<file path="src/silc_pkg.sv">
// Shared constants and types for the serial image loader with CRC-32 check.
// No dependencies; imported by every module of the block.
package silc_pkg;

   localparam int OFFSET_WIDTH = 16;
   localparam int LIMIT_WIDTH  = 17;
   localparam int COUNT_WIDTH  = 17;

   localparam logic [31:0] START_WORD = 32'h6D63_656E;
   localparam logic [31:0] CRC_POLY   = 32'hEDB8_8320;
   localparam logic [31:0] CRC_INIT   = 32'hFFFF_FFFF;

   localparam logic [LIMIT_WIDTH-1:0] LIMIT_RESET = 17'h1_0000;

   typedef enum logic [2:0] {
      EV_GO    = 3'd0,
      EV_BIG   = 3'd1,
      EV_WRITE = 3'd2,
      EV_FAIL  = 3'd3,
      EV_OK    = 3'd4
   } event_type;

endpackage

</file>
<file path="src/serial_image_loader_crc32_top.sv">
// Top level of the serial image loader: start-word hunt, length and check
// fields, memory write events and CRC-32 compare. Depends on silc_pkg and
// silc_crc_byte.
// An accepted beat waits in the input register until the result register frees;
// it is then processed, and any result it yields is registered onto rsp_.
// Throughput: one byte per cycle while rsp_ is not stalled; the one-byte CRC update sets the path.
// Reset (synchronous): hunting, all fields cleared, CRC all ones, limit 65536.
module serial_image_loader_crc32_top (
   input  logic                               clock,
   input  logic                               reset,
   input  logic                               req_valid,
   output logic                               req_ready,
   input  logic [7:0]                         req_rx_byte,
   output logic                               rsp_valid,
   input  logic                               rsp_ready,
   output logic [2:0]                         rsp_event_res,
   output logic [silc_pkg::OFFSET_WIDTH-1:0]  rsp_write_offset,
   output logic [7:0]                         rsp_write_data,
   output logic [31:0]                        rsp_computed_check,
   input  logic                               csr_we,
   input  logic [silc_pkg::LIMIT_WIDTH-1:0]   csr_wdata
);
   import silc_pkg::*;

   typedef enum logic [2:0] {
      PH_HUNT, PH_LEN, PH_DATA, PH_CHECK, PH_IDLE
   } phase_type;

   phase_type                phase_ff, phase_in;
   logic [31:0]              start_shift_ff, start_shift_in;
   logic [1:0]               field_cnt_ff, field_cnt_in;
   logic [31:0]              image_length_ff, image_length_in;
   logic [COUNT_WIDTH-1:0]   byte_offset_ff, byte_offset_in;
   logic [31:0]              running_crc_ff, running_crc_in;
   logic [31:0]              received_check_ff, received_check_in;
   logic [LIMIT_WIDTH-1:0]   max_size_ff;

   logic                     in_valid_ff, in_valid_in;
   logic [7:0]               in_byte_ff;

   logic                     rsp_valid_ff, rsp_valid_in;
   event_type                rsp_event_ff, rsp_event_in;
   logic [OFFSET_WIDTH-1:0]  rsp_offset_ff, rsp_offset_in;
   logic [7:0]               rsp_data_ff, rsp_data_in;
   logic [31:0]              rsp_check_ff, rsp_check_in;

   logic                     advance;
   logic                     fire;
   logic                     req_fire;
   logic [31:0]              crc_upd;
   logic [31:0]              byte_placed;
   logic [31:0]              length_full;
   logic [31:0]              check_full;
   logic [31:0]              crc_final;
   logic [COUNT_WIDTH-1:0]   offset_inc;

   silc_crc_byte u_crc (
      .crc_cur   (running_crc_ff),
      .data_byte (in_byte_ff),
      .crc_next  (crc_upd)
   );

   // The result register frees when empty or being taken; the input register
   // then moves its beat on, so one more beat can wait behind a stalled result.
   assign advance   = !rsp_valid_ff || rsp_ready;
   assign fire      = in_valid_ff && advance;
   assign req_ready = !in_valid_ff || advance;
   assign req_fire  = req_valid && req_ready;

   assign byte_placed = {24'd0, in_byte_ff} << {field_cnt_ff, 3'b000};
   assign length_full = image_length_ff | byte_placed;
   assign check_full  = received_check_ff | byte_placed;
   assign crc_final   = ~running_crc_ff;
   assign offset_inc  = byte_offset_ff + COUNT_WIDTH'(1);

   always_comb begin
      phase_in          = phase_ff;
      start_shift_in    = start_shift_ff;
      field_cnt_in      = field_cnt_ff;
      image_length_in   = image_length_ff;
      byte_offset_in    = byte_offset_ff;
      running_crc_in    = running_crc_ff;
      received_check_in = received_check_ff;
      rsp_valid_in      = rsp_valid_ff && !rsp_ready;
      rsp_event_in      = rsp_event_ff;
      rsp_offset_in     = rsp_offset_ff;
      rsp_data_in       = rsp_data_ff;
      rsp_check_in      = rsp_check_ff;
      in_valid_in       = in_valid_ff && !advance;

      if (req_fire) begin
         in_valid_in = 1'b1;
      end

      if (fire) begin
         case (phase_ff)
            PH_HUNT: begin
               start_shift_in = {start_shift_ff[23:0], in_byte_ff};
               if ({start_shift_ff[23:0], in_byte_ff} == START_WORD) begin
                  phase_in        = PH_LEN;
                  field_cnt_in    = 2'd0;
                  image_length_in = 32'd0;
                  rsp_valid_in    = 1'b1;
                  rsp_event_in    = EV_GO;
                  rsp_offset_in   = '0;
                  rsp_data_in     = 8'd0;
                  rsp_check_in    = 32'd0;
               end
            end
            PH_LEN: begin
               image_length_in = length_full;
               if (field_cnt_ff != 2'd3) begin
                  field_cnt_in = field_cnt_ff + 2'd1;
               end else begin
                  field_cnt_in = 2'd0;
                  if (length_full >= {{(32-LIMIT_WIDTH){1'b0}}, max_size_ff}) begin
                     phase_in       = PH_HUNT;
                     start_shift_in = 32'd0;
                     rsp_valid_in   = 1'b1;
                     rsp_event_in   = EV_BIG;
                     rsp_offset_in  = '0;
                     rsp_data_in    = 8'd0;
                     rsp_check_in   = 32'd0;
                  end else begin
                     byte_offset_in    = '0;
                     running_crc_in    = CRC_INIT;
                     received_check_in = 32'd0;
                     phase_in = (length_full == 32'd0) ? PH_CHECK : PH_DATA;
                  end
               end
            end
            PH_DATA: begin
               running_crc_in = crc_upd;
               byte_offset_in = offset_inc;
               if ({{(32-COUNT_WIDTH){1'b0}}, offset_inc} >= image_length_ff) begin
                  phase_in          = PH_CHECK;
                  field_cnt_in      = 2'd0;
                  received_check_in = 32'd0;
               end
               rsp_valid_in  = 1'b1;
               rsp_event_in  = EV_WRITE;
               rsp_offset_in = OFFSET_WIDTH'(byte_offset_ff[15:0]);
               rsp_data_in   = in_byte_ff;
               rsp_check_in  = 32'd0;
            end
            PH_CHECK: begin
               received_check_in = check_full;
               if (field_cnt_ff != 2'd3) begin
                  field_cnt_in = field_cnt_ff + 2'd1;
               end else begin
                  field_cnt_in  = 2'd0;
                  rsp_valid_in  = 1'b1;
                  rsp_offset_in = '0;
                  rsp_data_in   = 8'd0;
                  rsp_check_in  = crc_final;
                  if (crc_final != check_full) begin
                     phase_in       = PH_HUNT;
                     start_shift_in = 32'd0;
                     rsp_event_in   = EV_FAIL;
                  end else begin
                     phase_in     = PH_IDLE;
                     rsp_event_in = EV_OK;
                  end
               end
            end
            default: begin
               // After success every beat is dropped without a result.
            end
         endcase
      end
   end

   always_ff @(posedge clock) begin
      if (reset) begin
         phase_ff          <= PH_HUNT;
         start_shift_ff    <= 32'd0;
         field_cnt_ff      <= 2'd0;
         image_length_ff   <= 32'd0;
         byte_offset_ff    <= '0;
         running_crc_ff    <= CRC_INIT;
         received_check_ff <= 32'd0;
         max_size_ff       <= LIMIT_RESET;
         in_valid_ff       <= 1'b0;
         rsp_valid_ff      <= 1'b0;
      end else begin
         phase_ff          <= phase_in;
         start_shift_ff    <= start_shift_in;
         field_cnt_ff      <= field_cnt_in;
         image_length_ff   <= image_length_in;
         byte_offset_ff    <= byte_offset_in;
         running_crc_ff    <= running_crc_in;
         received_check_ff <= received_check_in;
         in_valid_ff       <= in_valid_in;
         rsp_valid_ff      <= rsp_valid_in;
         if (csr_we) begin
            max_size_ff <= csr_wdata;
         end
      end
   end

   always_ff @(posedge clock) begin
      if (req_fire) begin
         in_byte_ff <= req_rx_byte;
      end
      rsp_event_ff  <= rsp_event_in;
      rsp_offset_ff <= rsp_offset_in;
      rsp_data_ff   <= rsp_data_in;
      rsp_check_ff  <= rsp_check_in;
   end

   assign rsp_valid          = rsp_valid_ff;
   assign rsp_event_res      = rsp_event_ff;
   assign rsp_write_offset   = rsp_offset_ff;
   assign rsp_write_data     = rsp_data_ff;
   assign rsp_computed_check = rsp_check_ff;

`ifndef ASSERT_OFF
   a_idle_sticks: assert property (@(posedge clock) disable iff (reset)
      phase_ff == PH_IDLE |=> phase_ff == PH_IDLE)
      else $error("loader left idle after success");

   a_count_in_field: assert property (@(posedge clock) disable iff (reset)
      field_cnt_ff != 2'd0 |-> (phase_ff == PH_LEN || phase_ff == PH_CHECK))
      else $error("field byte count set outside length or check phase");

   a_stall_holds_beat: assert property (@(posedge clock) disable iff (reset)
      in_valid_ff && !advance |=> in_valid_ff && $stable(in_byte_ff))
      else $error("buffered beat lost while the result stage stalled");

   a_write_has_no_check: assert property (@(posedge clock) disable iff (reset)
      rsp_valid_ff && rsp_event_ff == EV_WRITE |-> rsp_check_ff == 32'd0)
      else $error("memory write result carries a check value");
`endif

endmodule

</file>
<file path="src/silc_crc_byte.sv">
// Reflected CRC-32 update for one byte, eight bit steps unrolled.
// Depends on silc_pkg for the polynomial.
module silc_crc_byte (
   input  logic [31:0] crc_cur,
   input  logic [7:0]  data_byte,
   output logic [31:0] crc_next
);
   import silc_pkg::*;

   always_comb begin
      logic [31:0] acc;
      acc = crc_cur ^ {24'd0, data_byte};
      for (int k = 0; k < 8; k++) begin
         acc = {1'b0, acc[31:1]} ^ (CRC_POLY & {32{acc[0]}});
      end
      crc_next = acc;
   end

endmodule
</file>
<file path="config.mk">
export PLATFORM = sky130hd
export DESIGN_NAME = serial_image_loader_crc32_top
export DESIGN_NICKNAME = d
export VERILOG_FILES = /design/src/silc_pkg.sv /design/src/serial_image_loader_crc32_top.sv /design/src/silc_crc_byte.sv
export SDC_FILE = /design/constraint.sdc
export NUM_CORES = 1
export LEC_CHECK = 0
export BUFFER_PORTS_ARGS = -buffer_cell sky130_fd_sc_hd__buf_2
export CAP_MARGIN = 0
export CORE_MARGIN = 2
export CORE_UTILIZATION = 50
export CTS_CLUSTER_DIAMETER = 150
export CTS_CLUSTER_SIZE = 10
export DETAILED_ROUTE_END_ITERATION = 10
export HOLD_SLACK_MARGIN = 0.05
export PLACE_DENSITY = 0.69
export SYNTH_ARGS = -nofsm -noshare
export SYNTH_HDL_FRONTEND = slang
export SYNTH_SLANG_ARGS = --single-unit
</file>
<file path="constraint.sdc">
create_clock -name clock -period 4.6 [get_ports clock]
set_input_delay 0.46 -clock clock [delete_from_list [all_inputs] [get_ports clock]]
set_output_delay 0.46 -clock clock [all_outputs]
set_load 0.03 [all_outputs]
</file>
==> out/metrics.yaml <==
outcome: "complete, no violations"
numClockSinks: 228
clock-root-buffer: "clkbuf_16"
diodes: 0
hold_buffers: 0
synth_cells: 1261
clk_pin_slew_ns: 0.06
synthFlopType: "dfxtp_1"
synth_top_area_cell: "dfxtp_1"
maxSlewHeadroom: 0.224
vias: 9831
required_ns: 5.06
netlist_area_um2: 11700
instances_no_fill: 1651
final_nets: 1384
synth_top_area_frac: 0.275
drive_gt1_frac: 0.139
p_per_area_nw_per_um2: 326
ioPinCount: 91
cts.repair.resized: 0
gp_congestion: 0.945
cts_setup_buffers: 0
finalWirelength_mm: 32.4
start_kind: "register"
drt_iter0_drc: 825
grt_max_degree: 80
area_growth_pct: 12.3
dieArea_um2: 24700
synth_cell_type_count: 76
die_w_um: 157
syn_avg_cell_area_um2: 9.29
drv_cap: 0
die_y_um: 157
grt_usage: 0.262
drc: 0
crit_path_end_kind: "register"
grt-ovfl-total: 0
skew_ns: 0.0224
clk-insertion-delay-late_ns: 0.54
drv_slew: 0
port_buffers: 90
fillerInstances: 2164
rsz0062_at_grt: "no"
dpl.hpwl_mm: 23.0
dpl.cell_count: 1609
max_freq_ghz: 0.242
clockBufferDepth: 3
period_needed_ns: 4.13
post-route-period-util: 0.899
start_util: 0.504
yosysSeqAreaShare: 0.447
grt_pass1_vias: 9265
synthArstFlopShare: 0
wl_per_cell_um: 19.6
cts_inserted_buffers: 26
drt_first_pass_iters: 5
cts_tree: "yes"
viasPerCell: 5.95
ys_warn_count: 0
hp-class: "in2reg"
coreArea_um2: 23300
leakage_nw: 5.25
worstPathArrival_ns: 4.59
ys_seq_elements: 228
ant_nets: 0
finalHoldViolCount: 0
synth-edff-count: 67
peakVddDrop_mv: 0.262
tns_ns: 0
synth_area_leaders: "dfxtp_1 (28%), edfxtp_1 (17%), xnor2_1 (4.7%)"
tightestPinTransition_ns: 1.16
path_class: "reg2reg"
antenna_found_initial: 0
syn-num-nets: 1327
cp_max_fo: 32
fp-row-count: 56
grt_pass1_wl_mm: 50.7
h-tree-depth: 1
setup_viol: 0
power.total_mw: 4.29
per-stage QoR:
stage / cell area [µm²] / hold WS, ns / worst slack [ns] / util
after floorplan: 11700 / 0.433 / 0.755 / -
after global placement: 12400 / 0.444 / 0.518 / 0.534
after CTS: 13100 / 0.0951 / 0.316 / 0.565
after detailed placement: 12400 / 0.450 / 0.368 / 0.534
final: 13200 / 0.111 / 0.467 / 0.566
after global routing: 13200 / 0.0902 / 0.0715 / 0.566
cells in the final DEF, fill, tap and decap left out, types with 6 or more instances in the layout:
cell type / instances
clkbuf_16: 26
mux2i_1: 46
a22oi_1: 32
nand3_1: 22
nor4_1: 26
a211oi_1: 9
inv_1: 41
a211o_1: 9
nor3b_1: 6
o21ai_0: 31
dfxtp_1: 161
ha_1: 36
a22o_1: 12
nor3_1: 35
and2_1: 23
edfxtp_1: 67
xnor2_1: 63
a311oi_1: 9
buf_4: 32
clkbuf_1: 14
a21oi_1: 44
nand2b_1: 9
nand3b_1: 16
a31oi_1: 15
nand4_1: 15
and3_1: 6
nor2_1: 139
xor2_1: 23
a32oi_1: 13
or2_2: 10
nand4b_1: 6
buf_2: 90
o21a_1: 29
nor2b_1: 15
nand2_1: 112
sequential cells by signal, indices dropped and copies added (netlist names):
register,cells
byte_offset_ff,17
field_cnt_ff,2
image_length_ff,32
in_byte_ff,8
in_valid_ff,1
max_size_ff,17
phase_ff,3
received_check_ff,32
rsp_computed_check,32
rsp_event_res,3
rsp_valid,1
rsp_write_data,8
rsp_write_offset,16
running_crc_ff,32
start_shift_ff,24
path summary, 6_finish.rpt:
kind,start,end,slack (ns),cells after the start
min reg2reg,start_shift_ff[19],start_shift_ff[19],0.46,2
max reg2reg,byte_offset_ff[0],received_check_ff[1],0.47,16
max,byte_offset_ff[0],received_check_ff[1],0.47,16
min,req_rx_byte[6],in_byte_ff[6],0.11,1
synth_stat cells, drive strengths merged (9+ instances only):
master    n
a211o     9
a211oi    9
a21oi    44
a22o     12
a22oi    32
a311oi    9
a31oi    17
a32oi    13
and2     24
buf      27
clkbuf   67
dfxtp   161
edfxtp   67
ha       36
inv      42
mux2i    46
nand2   113
nand2b    9
nand3    22
nand3b   16
nand4    15
nor2    141
nor2b    15
nor3     35
nor4     26
o21a     29
o21ai    32
or2      10
xnor2    63
xor2     23
area by class of cell:
cell class / count / area (µm²) / share of cell area
multi-input combinational: 896 / 5930 / 0.450
sequential: 228 / 5240 / 0.398
clock buffer: 41 / 717 / 0.0545
timing repair buffer: 123 / 702 / 0.0534
tap: 319 / 399 / 0.0303
inverter: 43 / 161 / 0.0123
clock inverter: 1 / 16.3 / 0.00124
worst max-delay path, stage by stage (launching register included):
cell,delay [ns]
dfxtp_1,0.43
ha_1,0.26
nand3_1,0.17
nor3_1,0.22
buf_4,0.16
and3_1,0.18
and2_1,0.17
nand4_1,0.12
xnor2_1,0.22
ha_1,0.29
and4_1,0.22
a221o_1,0.30
a31oi_1,0.30
a31oi_2,0.30
a31oi_2,0.27
buf_6,0.27
nor2b_1,0.17
routing by layer:
| metal | global-route usage | wire (µm) | up-vias |
|---|---|---|---|
| li1 | - | - | 4640 |
| met3 | 0.0559 | 2890 | 80 |
| met1 | 0.355 | 13700 | 4672 |
| met5 | 0 | 0 | - |
| met4 | 0.0883 | 1100 | 0 |
| met2 | 0.418 | 14700 | 439 |
logic make-up after synthesis:
kind of cell    count (synthesis)  synth area share
fa+ha+maj                      36            0.0384
mux                            47            0.0403
flops                         228             0.447
simple gates                  476             0.205
xor+xnor                       86            0.0643
buf+inv                       137            0.0485
compound gates                251             0.156
report_power, final:
group          internal [mW]  switching [mW]
Clock                   1.06           0.777
Sequential              2.08          0.0228
Combinational          0.144           0.213
Total                   3.28            1.01
No activity file was read; power rests on OpenSTA's default activity.
